## src/sv/brl_pkg.sv

```systemverilog
`default_nettype none

package brl_pkg;

   // Coordinate width of the endpoint and pixel fields.
   localparam int COORD_W = 12;

   // Request kinds carried in the req_type field.
   localparam logic REQ_LOAD    = 1'b0;
   localparam logic REQ_ADVANCE = 1'b1;

   // One request: a kind code and two endpoints used on load.
   typedef struct packed {
      logic                      req_type;
      logic signed [COORD_W-1:0] x_start;
      logic signed [COORD_W-1:0] y_start;
      logic signed [COORD_W-1:0] x_end;
      logic signed [COORD_W-1:0] y_end;
   } brl_req_type;

   // One result: the emitted pixel and its flags.
   typedef struct packed {
      logic signed [COORD_W-1:0] pixel_x;
      logic signed [COORD_W-1:0] pixel_y;
      logic                      pixel_valid;
      logic                      on_canvas;
      logic                      last_pixel;
   } brl_rsp_type;

endpackage

`default_nettype wire

```

## src/sv/bresenham_line_rasterizer_core.sv

```systemverilog
`default_nettype none
// Bresenham line rasterizer core.
//
// Requests arrive on the req_ channel (valid/ready). A load request
// (req_type REQ_LOAD) sets up a line from its two endpoints and answers with
// an all-zero result. Each advance request (REQ_ADVANCE) emits the next pixel
// of the line, from the start point up to but not including the far
// endpoint; last_pixel marks the final one. Pixels off the square canvas of
// GRID_SIZE by GRID_SIZE are still emitted, with on_canvas low. An advance
// with no line in progress answers with all fields zero.
//
// Every request produces exactly one result on the rsp_ channel. An accepted
// request sits in the input register; once the result register is free, the
// line setup or pixel step is applied as the result register loads, raising
// rsp_valid. One request is accepted per cycle while results are taken; the
// line state is updated in the same cycle as a request moves into the result
// register, so back-to-back advances run at full rate. When the receiver
// stalls, the result register holds and the input register fills, after which
// req_ready drops. Reset empties both registers and ends any line in progress.
module bresenham_line_rasterizer_core
   import brl_pkg::*;
#(
   parameter int GRID_SIZE = 1024
) (
   input  wire logic        clock,
   input  wire logic        reset,
   input  wire logic        req_valid,
   output      logic        req_ready,
   input  wire brl_req_type req_data,
   output      logic        rsp_valid,
   input  wire logic        rsp_ready,
   output      brl_rsp_type rsp_data
);

   localparam logic [COORD_W:0] GRID_LIMIT = (COORD_W+1)'(GRID_SIZE);

   // Pipeline registers.
   logic        req_valid_ff;
   brl_req_type req_data_ff;
   logic        rsp_valid_ff;
   brl_rsp_type rsp_data_ff;
   logic        fire;

   // Line state.
   logic                      line_active_ff, line_active_in;
   logic signed [COORD_W-1:0] cur_col_ff, cur_col_in;
   logic signed [COORD_W-1:0] cur_row_ff, cur_row_in;
   logic signed [COORD_W-1:0] major_end_ff, major_end_in;
   logic signed [COORD_W+1:0] err_term_ff, err_term_in;
   logic        [COORD_W:0]   delta_major_ff, delta_major_in;
   logic        [COORD_W:0]   delta_minor_ff, delta_minor_in;
   logic                      minor_step_neg_ff, minor_step_neg_in;
   logic                      steep_mode_ff, steep_mode_in;
   brl_rsp_type               rsp_in;

   // Load setup terms.
   logic                      swap_x;
   logic signed [COORD_W-1:0] xa, ya, xb, yb;
   logic signed [COORD_W:0]   dx, dy;
   logic        [COORD_W:0]   ady;
   logic                      dy_neg, shallow;

   // Advance step terms.
   logic                      err_ge;
   logic signed [COORD_W-1:0] minor_cur, minor_next, major_cur;
   logic signed [COORD_W:0]   major_next;
   logic                      line_done;

   // The result stage takes a request when it is empty or being drained.
   assign fire      = req_valid_ff && (!rsp_valid_ff || rsp_ready);
   assign req_ready = !req_valid_ff || fire;
   assign rsp_valid = rsp_valid_ff;
   assign rsp_data  = rsp_data_ff;

   // Input register.
   always_ff @(posedge clock) begin
      if (reset) begin
         req_valid_ff <= 1'b0;
      end else if (req_ready) begin
         req_valid_ff <= req_valid;
      end
      if (req_ready && req_valid) begin
         req_data_ff <= req_data;
      end
   end

   // Load setup: order endpoints so x rises, then pick the drawing mode.
   // A steep down-sloping line starts from the other end so y rises.
   always_comb begin
      swap_x  = req_data_ff.x_end < req_data_ff.x_start;
      xa      = swap_x ? req_data_ff.x_end   : req_data_ff.x_start;
      ya      = swap_x ? req_data_ff.y_end   : req_data_ff.y_start;
      xb      = swap_x ? req_data_ff.x_start : req_data_ff.x_end;
      yb      = swap_x ? req_data_ff.y_start : req_data_ff.y_end;
      dx      = (COORD_W+1)'(xb) - (COORD_W+1)'(xa);
      dy      = (COORD_W+1)'(yb) - (COORD_W+1)'(ya);
      dy_neg  = dy[COORD_W];
      ady     = dy_neg ? (COORD_W+1)'(-dy) : (COORD_W+1)'(dy);
      shallow = $unsigned(dx) > ady;
   end

   // Advance step: emit the current pixel, then move one step on the major
   // axis and, when the error term allows, one step on the minor axis.
   always_comb begin
      err_ge     = !err_term_ff[COORD_W+1];
      minor_cur  = steep_mode_ff ? cur_col_ff : cur_row_ff;
      major_cur  = steep_mode_ff ? cur_row_ff : cur_col_ff;
      minor_next = minor_cur;
      if (err_ge) begin
         minor_next = minor_step_neg_ff ? minor_cur - COORD_W'(1) : minor_cur + COORD_W'(1);
      end
      major_next = (COORD_W+1)'(major_cur) + (COORD_W+1)'(1);
      line_done  = major_next >= (COORD_W+1)'(major_end_ff);
   end

   // Next line state and result.
   always_comb begin
      line_active_in    = line_active_ff;
      cur_col_in        = cur_col_ff;
      cur_row_in        = cur_row_ff;
      major_end_in      = major_end_ff;
      err_term_in       = err_term_ff;
      delta_major_in    = delta_major_ff;
      delta_minor_in    = delta_minor_ff;
      minor_step_neg_in = minor_step_neg_ff;
      steep_mode_in     = steep_mode_ff;
      rsp_in            = '0;
      if (req_data_ff.req_type == REQ_LOAD) begin
         minor_step_neg_in = dy_neg;
         steep_mode_in     = !shallow;
         if (shallow) begin
            cur_col_in     = xa;
            cur_row_in     = ya;
            major_end_in   = xb;
            delta_major_in = $unsigned(dx);
            delta_minor_in = ady;
            line_active_in = 1'b1;
         end else begin
            // Steep: y is the major axis and always runs upward.
            cur_col_in     = dy_neg ? xb : xa;
            cur_row_in     = dy_neg ? yb : ya;
            major_end_in   = dy_neg ? ya : yb;
            delta_major_in = ady;
            delta_minor_in = $unsigned(dx);
            line_active_in = ady != '0;
         end
         err_term_in = $signed({1'b0, delta_minor_in}) - $signed({1'b0, delta_major_in});
      end else if (line_active_ff) begin
         rsp_in.pixel_x     = cur_col_ff;
         rsp_in.pixel_y     = cur_row_ff;
         rsp_in.pixel_valid = 1'b1;
         rsp_in.on_canvas   = !cur_col_ff[COORD_W-1] && !cur_row_ff[COORD_W-1]
                              && ({1'b0, cur_col_ff} < GRID_LIMIT)
                              && ({1'b0, cur_row_ff} < GRID_LIMIT);
         err_term_in = err_term_ff
                       - (err_ge ? $signed({1'b0, delta_major_ff}) : '0)
                       + $signed({1'b0, delta_minor_ff});
         if (steep_mode_ff) begin
            cur_col_in = minor_next;
            cur_row_in = major_next[COORD_W-1:0];
         end else begin
            cur_row_in = minor_next;
            cur_col_in = major_next[COORD_W-1:0];
         end
         line_active_in    = !line_done;
         rsp_in.last_pixel = line_done;
      end
   end

   // State and result registers.
   always_ff @(posedge clock) begin
      if (reset) begin
         rsp_valid_ff   <= 1'b0;
         line_active_ff <= 1'b0;
      end else begin
         if (fire) begin
            rsp_valid_ff   <= 1'b1;
            line_active_ff <= line_active_in;
         end else if (rsp_ready) begin
            rsp_valid_ff   <= 1'b0;
         end
      end
      if (fire) begin
         rsp_data_ff       <= rsp_in;
         cur_col_ff        <= cur_col_in;
         cur_row_ff        <= cur_row_in;
         major_end_ff      <= major_end_in;
         err_term_ff       <= err_term_in;
         delta_major_ff    <= delta_major_in;
         delta_minor_ff    <= delta_minor_in;
         minor_step_neg_ff <= minor_step_neg_in;
         steep_mode_ff     <= steep_mode_in;
      end
   end

endmodule

`default_nettype wire

```

## config.mk

```make
export PLATFORM = sky130hd
export DESIGN_NAME = bresenham_line_rasterizer_core
export DESIGN_NICKNAME = d
export VERILOG_FILES = /design/src/sv/brl_pkg.sv /design/src/sv/bresenham_line_rasterizer_core.sv
export SDC_FILE = /design/constraint.sdc
export NUM_CORES = 1
export LEC_CHECK = 0
export ABC_AREA = 1
export BUFFER_PORTS_ARGS = -buffer_cell sky130_fd_sc_hd__buf_4
export CAP_MARGIN = 30
export CORE_MARGIN = 2
export CORE_UTILIZATION = 35
export CTS_CLUSTER_DIAMETER = 40
export DETAILED_ROUTE_END_ITERATION = 8
export PLACE_DENSITY = 0.57
export SYNTH_ARGS = -nofsm -noshare
export SYNTH_HDL_FRONTEND = slang
export SYNTH_SLANG_ARGS = --single-unit
```

## constraint.sdc

```tcl
create_clock -name clock -period 5.5 [get_ports clock]
set_input_delay 0 -clock clock [delete_from_list [all_inputs] [get_ports clock]]
set_output_delay 0 -clock clock [all_outputs]
set_load 0.01 [all_outputs]
```

==> run metrics, run 1 <==
Placed Cells=2,324; final total power=8.18 mW; CTS root buf=clkbuf_16; # nets final=2,206; DRT iter0 DRCs=732; vias per cell=4.74; Non-Filler Instances=2,536; unrepaired setup endpoints after global routing=yes; status=finished, violations left; Leakage=8.84 nW; Ant. Diodes=0; crit path max fanout=8; Mapped Nets=1,735; # port buffers=81; Die X=190 µm; Setup Skew=0.0181 ns; total core area=34,400 µm²; shortest period the worst path allows=5.60 ns; Post-DP HPWL=27,800 µm; Worst Hold Class=in -> reg; crit path capture type=register; synth warn=0; Multi-input gate area=7170 µm²; Worst Slack Setup Final=-0.0963 ns; largest net degree at the start of global routing=44; # IOs=82; worst setup path class=reg -> reg; violated checks=setup timing; WL/cell=15.3 µm; Hold Path Depth=2; Post-synth ARST share=0%; Post-synth EDFFs=154; share of cells above drive strength 1=35.3%; Synth cell types=53; critical path required time=5.70 ns; CP most frequent cell=nand2_2; register area=4680 µm²; Area Growth Syn to Fin=50.5%; gr usage total=21.3%; die height=190 µm; CP max-delay cell=edfxtp_1; cell row count=68; Clock Pin Slew Worst Setup and Hold Paths=0.08 ns; Least-Margin Pin Slew=0.942 ns; mean post-synth cell area=7.59 µm²; Antenna Nets Post-Route=0; TritonCTS clock tree=yes; synthesized area=12,100 µm²; Clock Tree Buf Depth=2; drt pass-1 iters=5; top_reg_cell synth=edfxtp_1; fin. max-slew vios=0; first-pass GRT wire length=60,000 µm; Die Footprint=36,200 µm²; Mapped Cells=1,600; slew margin rel.=37.2%; clock sinks=157; # fillers=3,152; sequential element share of the synthesized area=38.6%; #FFs+latches synth=157; r2r worst-path depth=43; leading cell types by total area after synthesis=edfxtp_1, nand2_1, inv_1, ha_1, o21ai_0; Final GP Congestion=0.886; final worst path period share=102%; GR Overflow Total=0; peak supply drop=0.329 mV; Initial Util=35.3%; CP Launch Type=register; CTS H-tree lvls=4; Num CTS Buffers=17; max-cap viol count=0; biggest area consumer among synthesized cells=edfxtp_1; Routed WL=38,700 µm; DRC Markers=0; Max Fclk=179 MHz; CP max stage delay=0.44 ns; crit path DAT=5.80 ns; initial antenna violation count=0; vias in the first global route=11.6k; top-area cell type share of the netlist area=38.1%; most frequent cells in the layout=buf_4, nand2_1, inv_1; routed via count=12.0k; Final Hold Viols=0; P per Cell Area=448 nW/µm²; Clk Latency, worst-skew pair=0.47 ns; commonest non-fill, non-tap cell in the layout=buf_4; Setup violations, final=9
[state kept, by name, indices dropped and copies added (netlist names), 12 cells and up]
| name | flops |
|---|---|
| major_end_ff | 12 |
| cur_col_ff | 12 |
| err_term_ff | 14 |
| cur_row_ff | 12 |
| delta_minor_ff | 13 |
| delta_major_ff | 13 |
| req_data_ff | 49 |
| rsp_data | 27 |
[Yosys cell counts (15+ instances only)]
cell type    n
inv_1      292
nor3_1      15
xor2_1      43
o21ai_1     35
a21oi_1     64
edfxtp_1   154
nor2_1     130
o211ai_1    16
o21ai_0    116
nand3b_1    16
nand2_1    388
nand3_1     87
clkbuf_1    28
ha_1        68
[path summary, 6_finish.rpt]
path                                           startpoint                        end  slack (ns)
worst max-delay path            req_data_ff[23]$_DFFE_PP_  err_term_ff[10]$_DFFE_PP_        -0.1
worst min-delay path                          req_data[0]   req_data_ff[0]$_DFFE_PP_        0.24
worst max register to register  req_data_ff[23]$_DFFE_PP_  err_term_ff[10]$_DFFE_PP_        -0.1
worst min register to register   cur_row_ff[10]$_DFFE_PP_  rsp_data[1]$_SDFFCE_PN0P_        0.56
[stage by stage]
stage	worst slack, ns	util, %	setup TNS (ns)	area [µm²]	hold slack, ns
floorplan	0.00345	-	0	12200	0.0691
global placement	-0.630	43.3	-15.16	14900	0.178
detailed placement	-0.652	43.4	-17.06	14900	0.179
CTS	-0.0350	50.4	-0.104	17300	0.227
global route	-0.364	53.2	-5.98	18300	0.245
finish	-0.0963	53.2	-0.508	18300	0.242
[power breakdown]
group | leakage (nW) | internal (mW) | total (mW) | switching [mW]
clock network | 0.275 | 0.746 | 1.25 | 0.507
registers | 1.47 | 1.53 | 1.58 | 0.0498
logic | 7.09 | 2.46 | 5.35 | 2.89
[area by class of cell]
cell class | instances | share of cell area [%]
clock inverter | 9 | 0.801
sequential | 157 | 25.6
inverter | 299 | 6.17
tap | 455 | 3.11
multi-input combinational | 1092 | 39.2
timing repair buffer | 504 | 22.7
clock buffer | 20 | 2.39
[timing repair]
item	4_1_cts	5_1_grt
endpoints found under the hold margin	51	0
hold buffers	53	0
gates cloned	2	4
endpoints found under the setup margin	57	72
buffers inserted	100	38
gates resized for setup	121	210
pin swaps	58	122
[routing by layer]
layer | part of all wire, % | up-vias | track usage, % | routed length [µm]
met5 | 0 | - | 0 | 0
met4 | 2.0 | 0 | 6.86 | 791
met3 | 5.0 | 58 | 3.09 | 1950
met2 | 47 | 357 | 35.1 | 18400
met1 | 45 | 5493 | 28.7 | 17600
li1 | - | 6122 | - | -
[worst max-delay path: cells and delay by family (launching register included)]
| family | cells | cell delay, ns |
|---|---|---|
| XOR/XNOR | 1 | 0.23 |
| flip-flops | 1 | 0.44 |
| AO/OA/AOI/OAI | 7 | 0.98 |
| AND/OR/NAND/NOR | 27 | 2.41 |
| adder cells (fa/ha/maj) | 4 | 0.98 |
| buffers and inverters | 4 | 0.30 |
[cell families after synthesis]
logic type      count (synthesis)  share of synthesized area, %
compound gates                272                          12.5
mux                             4                         0.330
fa+ha+maj                      82                          9.31
simple gates                  682                          23.9
buf+inv                       351                          11.6
flops                         157                          38.6
xor+xnor                       52                          3.81
Note: power is estimated with default switching activity, not from simulation.
==> run 2: changes to the inputs <==
--- a/config.mk
+++ b/config.mk
@@ -13,6 +13,7 @@
 export CTS_CLUSTER_DIAMETER = 40
 export DETAILED_ROUTE_END_ITERATION = 8
 export PLACE_DENSITY = 0.57
+export SKIP_CTS_REPAIR_TIMING = 1
 export SYNTH_ARGS = -nofsm -noshare
 export SYNTH_HDL_FRONTEND = slang
 export SYNTH_SLANG_ARGS = --single-unit
==> run metrics, run 2 (synthesized netlist as in run 1, its figures left out) <==
routed via count=11.6k (-3.6%); Least-Margin Pin Slew=0.944 ns (+0.00197 ns); # IOs=82 (unchanged); Clock power frac=16.2% (+0.9 points); Worst Hold Class=in -> reg; final worst path period share=102% (+0.74 points); # nets final=2,122 (-3.8%); CP max stage delay=0.45 ns (about the same); CTS root buf=clkbuf_16; sequential group share of total power=20.5% (+1.1 points); cell row count=68 (unchanged); DP Worst Slack=-0.652 ns (unchanged); max-cap viol count=0 (unchanged); Leakage=8.39 nW (-5.0%); violated checks=setup timing; Worst Slack Setup Final=-0.137 ns (-0.0409 ns); status=finished, violations left; Die Footprint=36,200 µm² (unchanged); P per Cell Area=443 nW/µm² (-1.1%); drt pass-1 iters=5 (unchanged); final hold slack=0.249 ns (+0.00707 ns); # port buffers=81 (unchanged); slew margin rel.=37.0% (-0.13 points); most frequent cells in the layout=buf_4, nand2_1, inv_1; TritonCTS clock tree=yes; vias per cell=4.73 (-0.34%); commonest non-fill, non-tap cell in the layout=buf_4; total core area=34,400 µm² (unchanged); first-pass GRT wire length=55,300 µm (-7.8%); Multi-input gate area=7020 µm² (-2.1%); Clk Latency, worst-skew pair=0.46 ns (about the same); CTS H-tree lvls=4 (unchanged); gr usage total=19.7% (-1.6 points); crit path capture type=register; Antenna Nets Post-Route=0 (unchanged); unrepaired setup endpoints after global routing=yes; CP most frequent cell=nand2_2; Setup violations, final=24 (+15); Clock Pin Slew Worst Setup and Hold Paths=0.07 ns (about the same); register area=4680 µm² (unchanged); DRT iter0 DRCs=694 (-5.2%); Num CTS Buffers=17 (unchanged); Largest register FFs=49 (unchanged); critical path required time=5.70 ns (about the same); Final GP Congestion=0.886 (unchanged); share of cells above drive strength 1=31.2% (-4.0 points); shortest period the worst path allows=5.64 ns (+0.0409 ns); CP Launch Type=register; crit path max fanout=10 (+2); Clock Tree Buf Depth=2 (unchanged); Setup Skew=0.0202 ns (+0.00213 ns); Post-DP HPWL=27,800 µm (unchanged); crit path DAT=5.84 ns (+0.04 ns); Final Hold Viols=0 (unchanged); initial antenna violation count=0 (unchanged); WL/cell=15.1 µm (-1.3%); worst setup path class=reg -> reg; Net Sw Frac=42.3% (+0.21 points); peak supply drop=0.308 mV (-6.5%); cell-internal power=4.46 mW (-6.0%); Area Growth Syn to Fin=43.6%; Routed WL=37,000 µm (-4.5%); clock sinks=157 (unchanged); # fillers=3,261 (+3.5%); GR Overflow Total=0 (unchanged); Ant. Diodes=0 (unchanged); switching power=3.27 mW (-5.2%); Die X=190 µm (unchanged); die height=190 µm (unchanged); DRC Markers=0 (unchanged); Gate power share=63.3% (-2.0 points); Initial Util=35.3% (unchanged); fin. max-slew vios=0 (unchanged); Max Fclk=177 MHz (-0.73%); CP max-delay cell=edfxtp_1; vias in the first global route=10.7k (-8.4%); Reg with most FFs=req_data_ff; final total power=7.72 mW (-5.6%); largest net degree at the start of global routing=44 (unchanged)
run 2: cell count changes in the layout (fill, tap and decap cells not counted), moves of 4 or more:
cell,before,now
nand3_1,54,59
buf_6,18,10
o21ai_2,16,21
inv_1,260,273
nand2_1,305,315
nand3_4,10,6
buf_4,419,345
inv_2,36,24
o21ai_1,49,44
nand2_2,73,69
nand2_4,23,19
run 2: final timing paths:
| path | startpoint | endpoint | slack, ns | depth (start not counted) |
|---|---|---|---|---|
| max | req_data_ff[23]$_DFFE_PP_ | err_term_ff[9]$_DFFE_PP_ | -0.14 | 40 |
| min | req_data[9] | req_data_ff[9]$_DFFE_PP_ | 0.25 | 2 |
| max reg2reg | req_data_ff[23]$_DFFE_PP_ | err_term_ff[9]$_DFFE_PP_ | -0.14 | 40 |
| min reg2reg | cur_row_ff[10]$_DFFE_PP_ | rsp_data[1]$_SDFFCE_PN0P_ | 0.56 | 1 |
run 2: cell type report:
class	instances	share of cell area (%)
inverters	299	6.46
well taps	455	3.26
flip-flops and latches	157	26.9
repair buffers	420	19.9
clock inverters	9	0.839
multi-input cells	1092	40.2
clock buffers	20	2.50
run 2: per-layer routing:
metal  part of all wire (%)  track usage, %  vias up
li1                       -               -     5960
met1                     47            27.9     5304
met5                      0               0        -
met4                    1.8            5.66        0
met3                    4.4            3.02       46
met2                     47            31.2      282
run 2: worst max-delay path: cells and delay by family (launching register included):
kind	cells	cell delay, ns
xor+xnor	1	0.21
compound gates	1	0.25
buf+inv	9	1.01
simple gates	26	2.68
fa+ha+maj	3	0.75
flops	1	0.45
run 2: power groups by stage:
stage / logic, mW / registers [mW] / clock network, mW
2_1_floorplan: 2.29 / 1.59 / 0
3_3_place_gp: 3.86 / 1.61 / 0
3_5_place_dp: 3.90 / 1.61 / 0
4_1_cts: 3.92 / 1.58 / 1.27
5_1_grt: 5.36 / 1.60 / 1.32
6_report: 4.88 / 1.58 / 1.25
run 2: stage by stage:
step	instances	setup TNS (ns)	cell area [µm²]	utilization (%)
final	2452	-1.56	17400	50.7
after global routing	2452	-13.66	17400	50.7
after CTS	2353	-18.26	15500	45.1
after detailed placement	2324	-17.06	14900	43.4
after global placement	2322	-15.16	14900	43.3
after floorplan	1600	0	12200	-
==> run 3: changes to the inputs <==
--- a/config.mk
+++ b/config.mk
@@ -8,12 +8,10 @@
 export ABC_AREA = 1
 export BUFFER_PORTS_ARGS = -buffer_cell sky130_fd_sc_hd__buf_4
 export CAP_MARGIN = 30
-export CORE_MARGIN = 2
-export CORE_UTILIZATION = 35
+export CORE_UTILIZATION = 45
 export CTS_CLUSTER_DIAMETER = 40
 export DETAILED_ROUTE_END_ITERATION = 8
-export PLACE_DENSITY = 0.57
-export SKIP_CTS_REPAIR_TIMING = 1
+export PLACE_DENSITY = 0.69
 export SYNTH_ARGS = -nofsm -noshare
 export SYNTH_HDL_FRONTEND = slang
 export SYNTH_SLANG_ARGS = --single-unit
==> run metrics, run 3 (synthesized netlist as in run 1, its figures left out) <==
status=finished, violations left; violated checks=DRC, setup timing; Ant. Diodes=0 (unchanged); Antenna Nets Post-Route=0 (unchanged); post-layout util=66.5% (+16 points); final hold slack=0.272 ns (+0.0229 ns); Clock power frac=15.7% (-0.5 points); # port buffers=81 (unchanged); fin. max-slew vios=0 (unchanged); max-cap viol count=0 (unchanged); CP most frequent cell=nand2_4; crit path max fanout=6 (-4); CP max-delay cell=edfxtp_1; CP Launch Type=register; critical path required time=5.68 ns (-0.02 ns); worst hold start=req_data[16]; Num CTS Buffers=17 (unchanged); Clock Tree Buf Depth=2 (unchanged); switching power=3.34 mW (+2.4%); Critical R2R Launch=req_data_ff[23]$_DFFE_PP_; Area Growth Syn to Fin=43.9%; DRT iter0 DRCs=1,181 (+70%); Reg with most FFs=req_data_ff; gr usage total=27.1% (+7.4 points); TritonCTS clock tree=yes; CP max stage delay=0.45 ns (about the same); initial antenna violation count=0 (unchanged); unrepaired setup endpoints after global routing=yes; crit path capture type=register; total core area=26,300 µm² (-24%); GR Overflow Total=0 (unchanged); slew margin rel.=37.5% (+0.49 points); cell row count=59 (-13%); clock sinks=157 (unchanged); Setup Skew=0.0216 ns (+0.00143 ns); Max Fclk=174 MHz (-2.2%); Worst Hold Class=in -> reg; Gate power share=63.7% (+0.4 points); Hold Path Depth=2 (unchanged); Final Hold Viols=0 (unchanged); Non-Filler Instances=2,381 (-2.9%); largest net degree at the start of global routing=44 (unchanged); share of cells above drive strength 1=32.4% (+1.1 points); crit path DAT=5.95 ns (+0.11 ns); most frequent cells in the layout=buf_4, nand2_1, inv_1; DRC Markers=4 (+4); shortest period the worst path allows=5.76 ns (+0.126 ns); Die X=166 µm (-13%); Leakage=8.54 nW (+1.8%); Initial Util=46.2% (+11 points); WL/cell=16.3 µm (+8.0%); Post-DP HPWL=26,600 µm (-4.3%); # IOs=82 (unchanged); P per Cell Area=440 nW/µm² (-0.53%); Routed WL=38,800 µm (+4.9%); Clock Pin Slew Worst Setup and Hold Paths=0.07 ns (about the same); final worst path period share=105% (+2.3 points); final total power=7.70 mW (-0.30%); Setup violations, final=14 (-42%); vias in the first global route=11.8k (+10%); Die Footprint=27,700 µm² (-24%); R2R Setup Slk=-0.26 ns (-0.13 ns); first-pass GRT wire length=59,000 µm (+6.7%); sequential group share of total power=20.6% (about the same); r2r worst-path depth=42 (+5.0%); Clk Latency, worst-skew pair=0.44 ns (-0.02 ns); Placed Cells=2,188 (-5.9%); Least-Margin Pin Slew=0.936 ns (-0.00728 ns); Net Sw Frac=43.4% (+1.1 points); end of the worst register-to-register path=err_term_ff[10]$_DFFE_PP_; # nets final=2,169 (+2.2%); die height=166 µm (-13%); Largest register FFs=49 (unchanged); CTS root buf=clkbuf_16; Worst Slack Setup Final=-0.263 ns (-0.126 ns); cell-internal power=4.36 mW (-2.3%); drt pass-1 iters=8 (+3); vias per cell=5.22 (+10%); Hold Path End=req_data_ff[16]$_DFFE_PP_; peak supply drop=0.303 mV (-1.7%); commonest non-fill, non-tap cell in the layout=buf_4; routed via count=12.4k (+7.3%); Final GP Congestion=0.926 (+4.6%); worst setup path class=reg -> reg; CTS H-tree lvls=4 (unchanged)
-- run 3: layer usage --
metal / vias to the layer above / wire length [µm] / track usage, %
met1: 5765 / 16400 / 34.9
met2: 502 / 18300 / 45.7
met5: - / 0 / 0
met4: 0 / 1510 / 10.2
met3: 108 / 2620 / 4.43
li1: 6058 / - / -
-- run 3: per-stage QoR --
| stage | setup slack, ns | setup TNS [ns] | area [µm²] |
|---|---|---|---|
| 3_5_place_dp | -0.421 | -5.81 | 14700 |
| 3_3_place_gp | -0.302 | -3.09 | 14600 |
| 4_1_cts | -0.0450 | -0.110 | 16800 |
| 2_1_floorplan | 0.00345 | 0 | 12200 |
| 5_1_grt | -0.552 | -10.51 | 17500 |
| 6_report | -0.263 | -2.36 | 17500 |
-- run 3: power by group through the flow --
stage	registers [mW]	clock network, mW	logic [mW]
floorplan	1.59	0	2.29
global placement	1.60	0	3.79
detailed placement	1.61	0	3.86
CTS	1.58	1.22	4.23
global route	1.59	1.27	5.33
finish	1.59	1.21	4.90
-- run 3: final cells by class --
| type | count | area, µm² |
|---|---|---|
| Timing Repair Buffer | 466 | 3790 |
| Inverter | 299 | 1130 |
| Multi-Input combinational cell | 1093 | 6890 |
| Clock buffer | 18 | 429 |
| Fill cell | 2094 | 8790 |
| Clock inverter | 13 | 149 |
| Tap cell | 335 | 419 |
| Sequential cell | 157 | 4680 |
-- run 3: timing repair --
action,4_1_cts,5_1_grt
gates resized for setup,106,136
hold buffers,53,0
gates cloned,2,2
endpoints found under the hold margin,51,0
pin swaps,48,72
setup endpoints to repair,40,74
buffers inserted,82,32
-- run 3: how the worst max path moves through the flow --
stage,cells after the start,end,slack (ns),from
after floorplan,46,err_term_ff[12]$_DFFE_PP_,0.003,req_data_ff[23]$_DFFE_PP_
after global placement,38,err_term_ff[6]$_DFFE_PP_,-0.30,req_data_ff[19]$_DFFE_PP_
after detailed placement,41,err_term_ff[6]$_DFFE_PP_,-0.42,req_data_ff[17]$_DFFE_PP_
after CTS,42,err_term_ff[12]$_DFFE_PP_,-0.04,req_data_ff[19]$_DFFE_PP_
after global routing,46,err_term_ff[12]$_DFFE_PP_,-0.55,req_data_ff[19]$_DFFE_PP_
final,42,err_term_ff[10]$_DFFE_PP_,-0.26,req_data_ff[23]$_DFFE_PP_
-- run 3: worst max-delay path, delay by kind of cell, from the launching register on --
| kind | cells | cell delay [ns] |
|---|---|---|
| adder cells (fa/ha/maj) | 3 | 0.78 |
| XOR/XNOR | 1 | 0.20 |
| AO/OA/AOI/OAI | 2 | 0.28 |
| AND/OR/NAND/NOR | 28 | 3.07 |
| buffers and inverters | 8 | 0.72 |
| flip-flops | 1 | 0.45 |
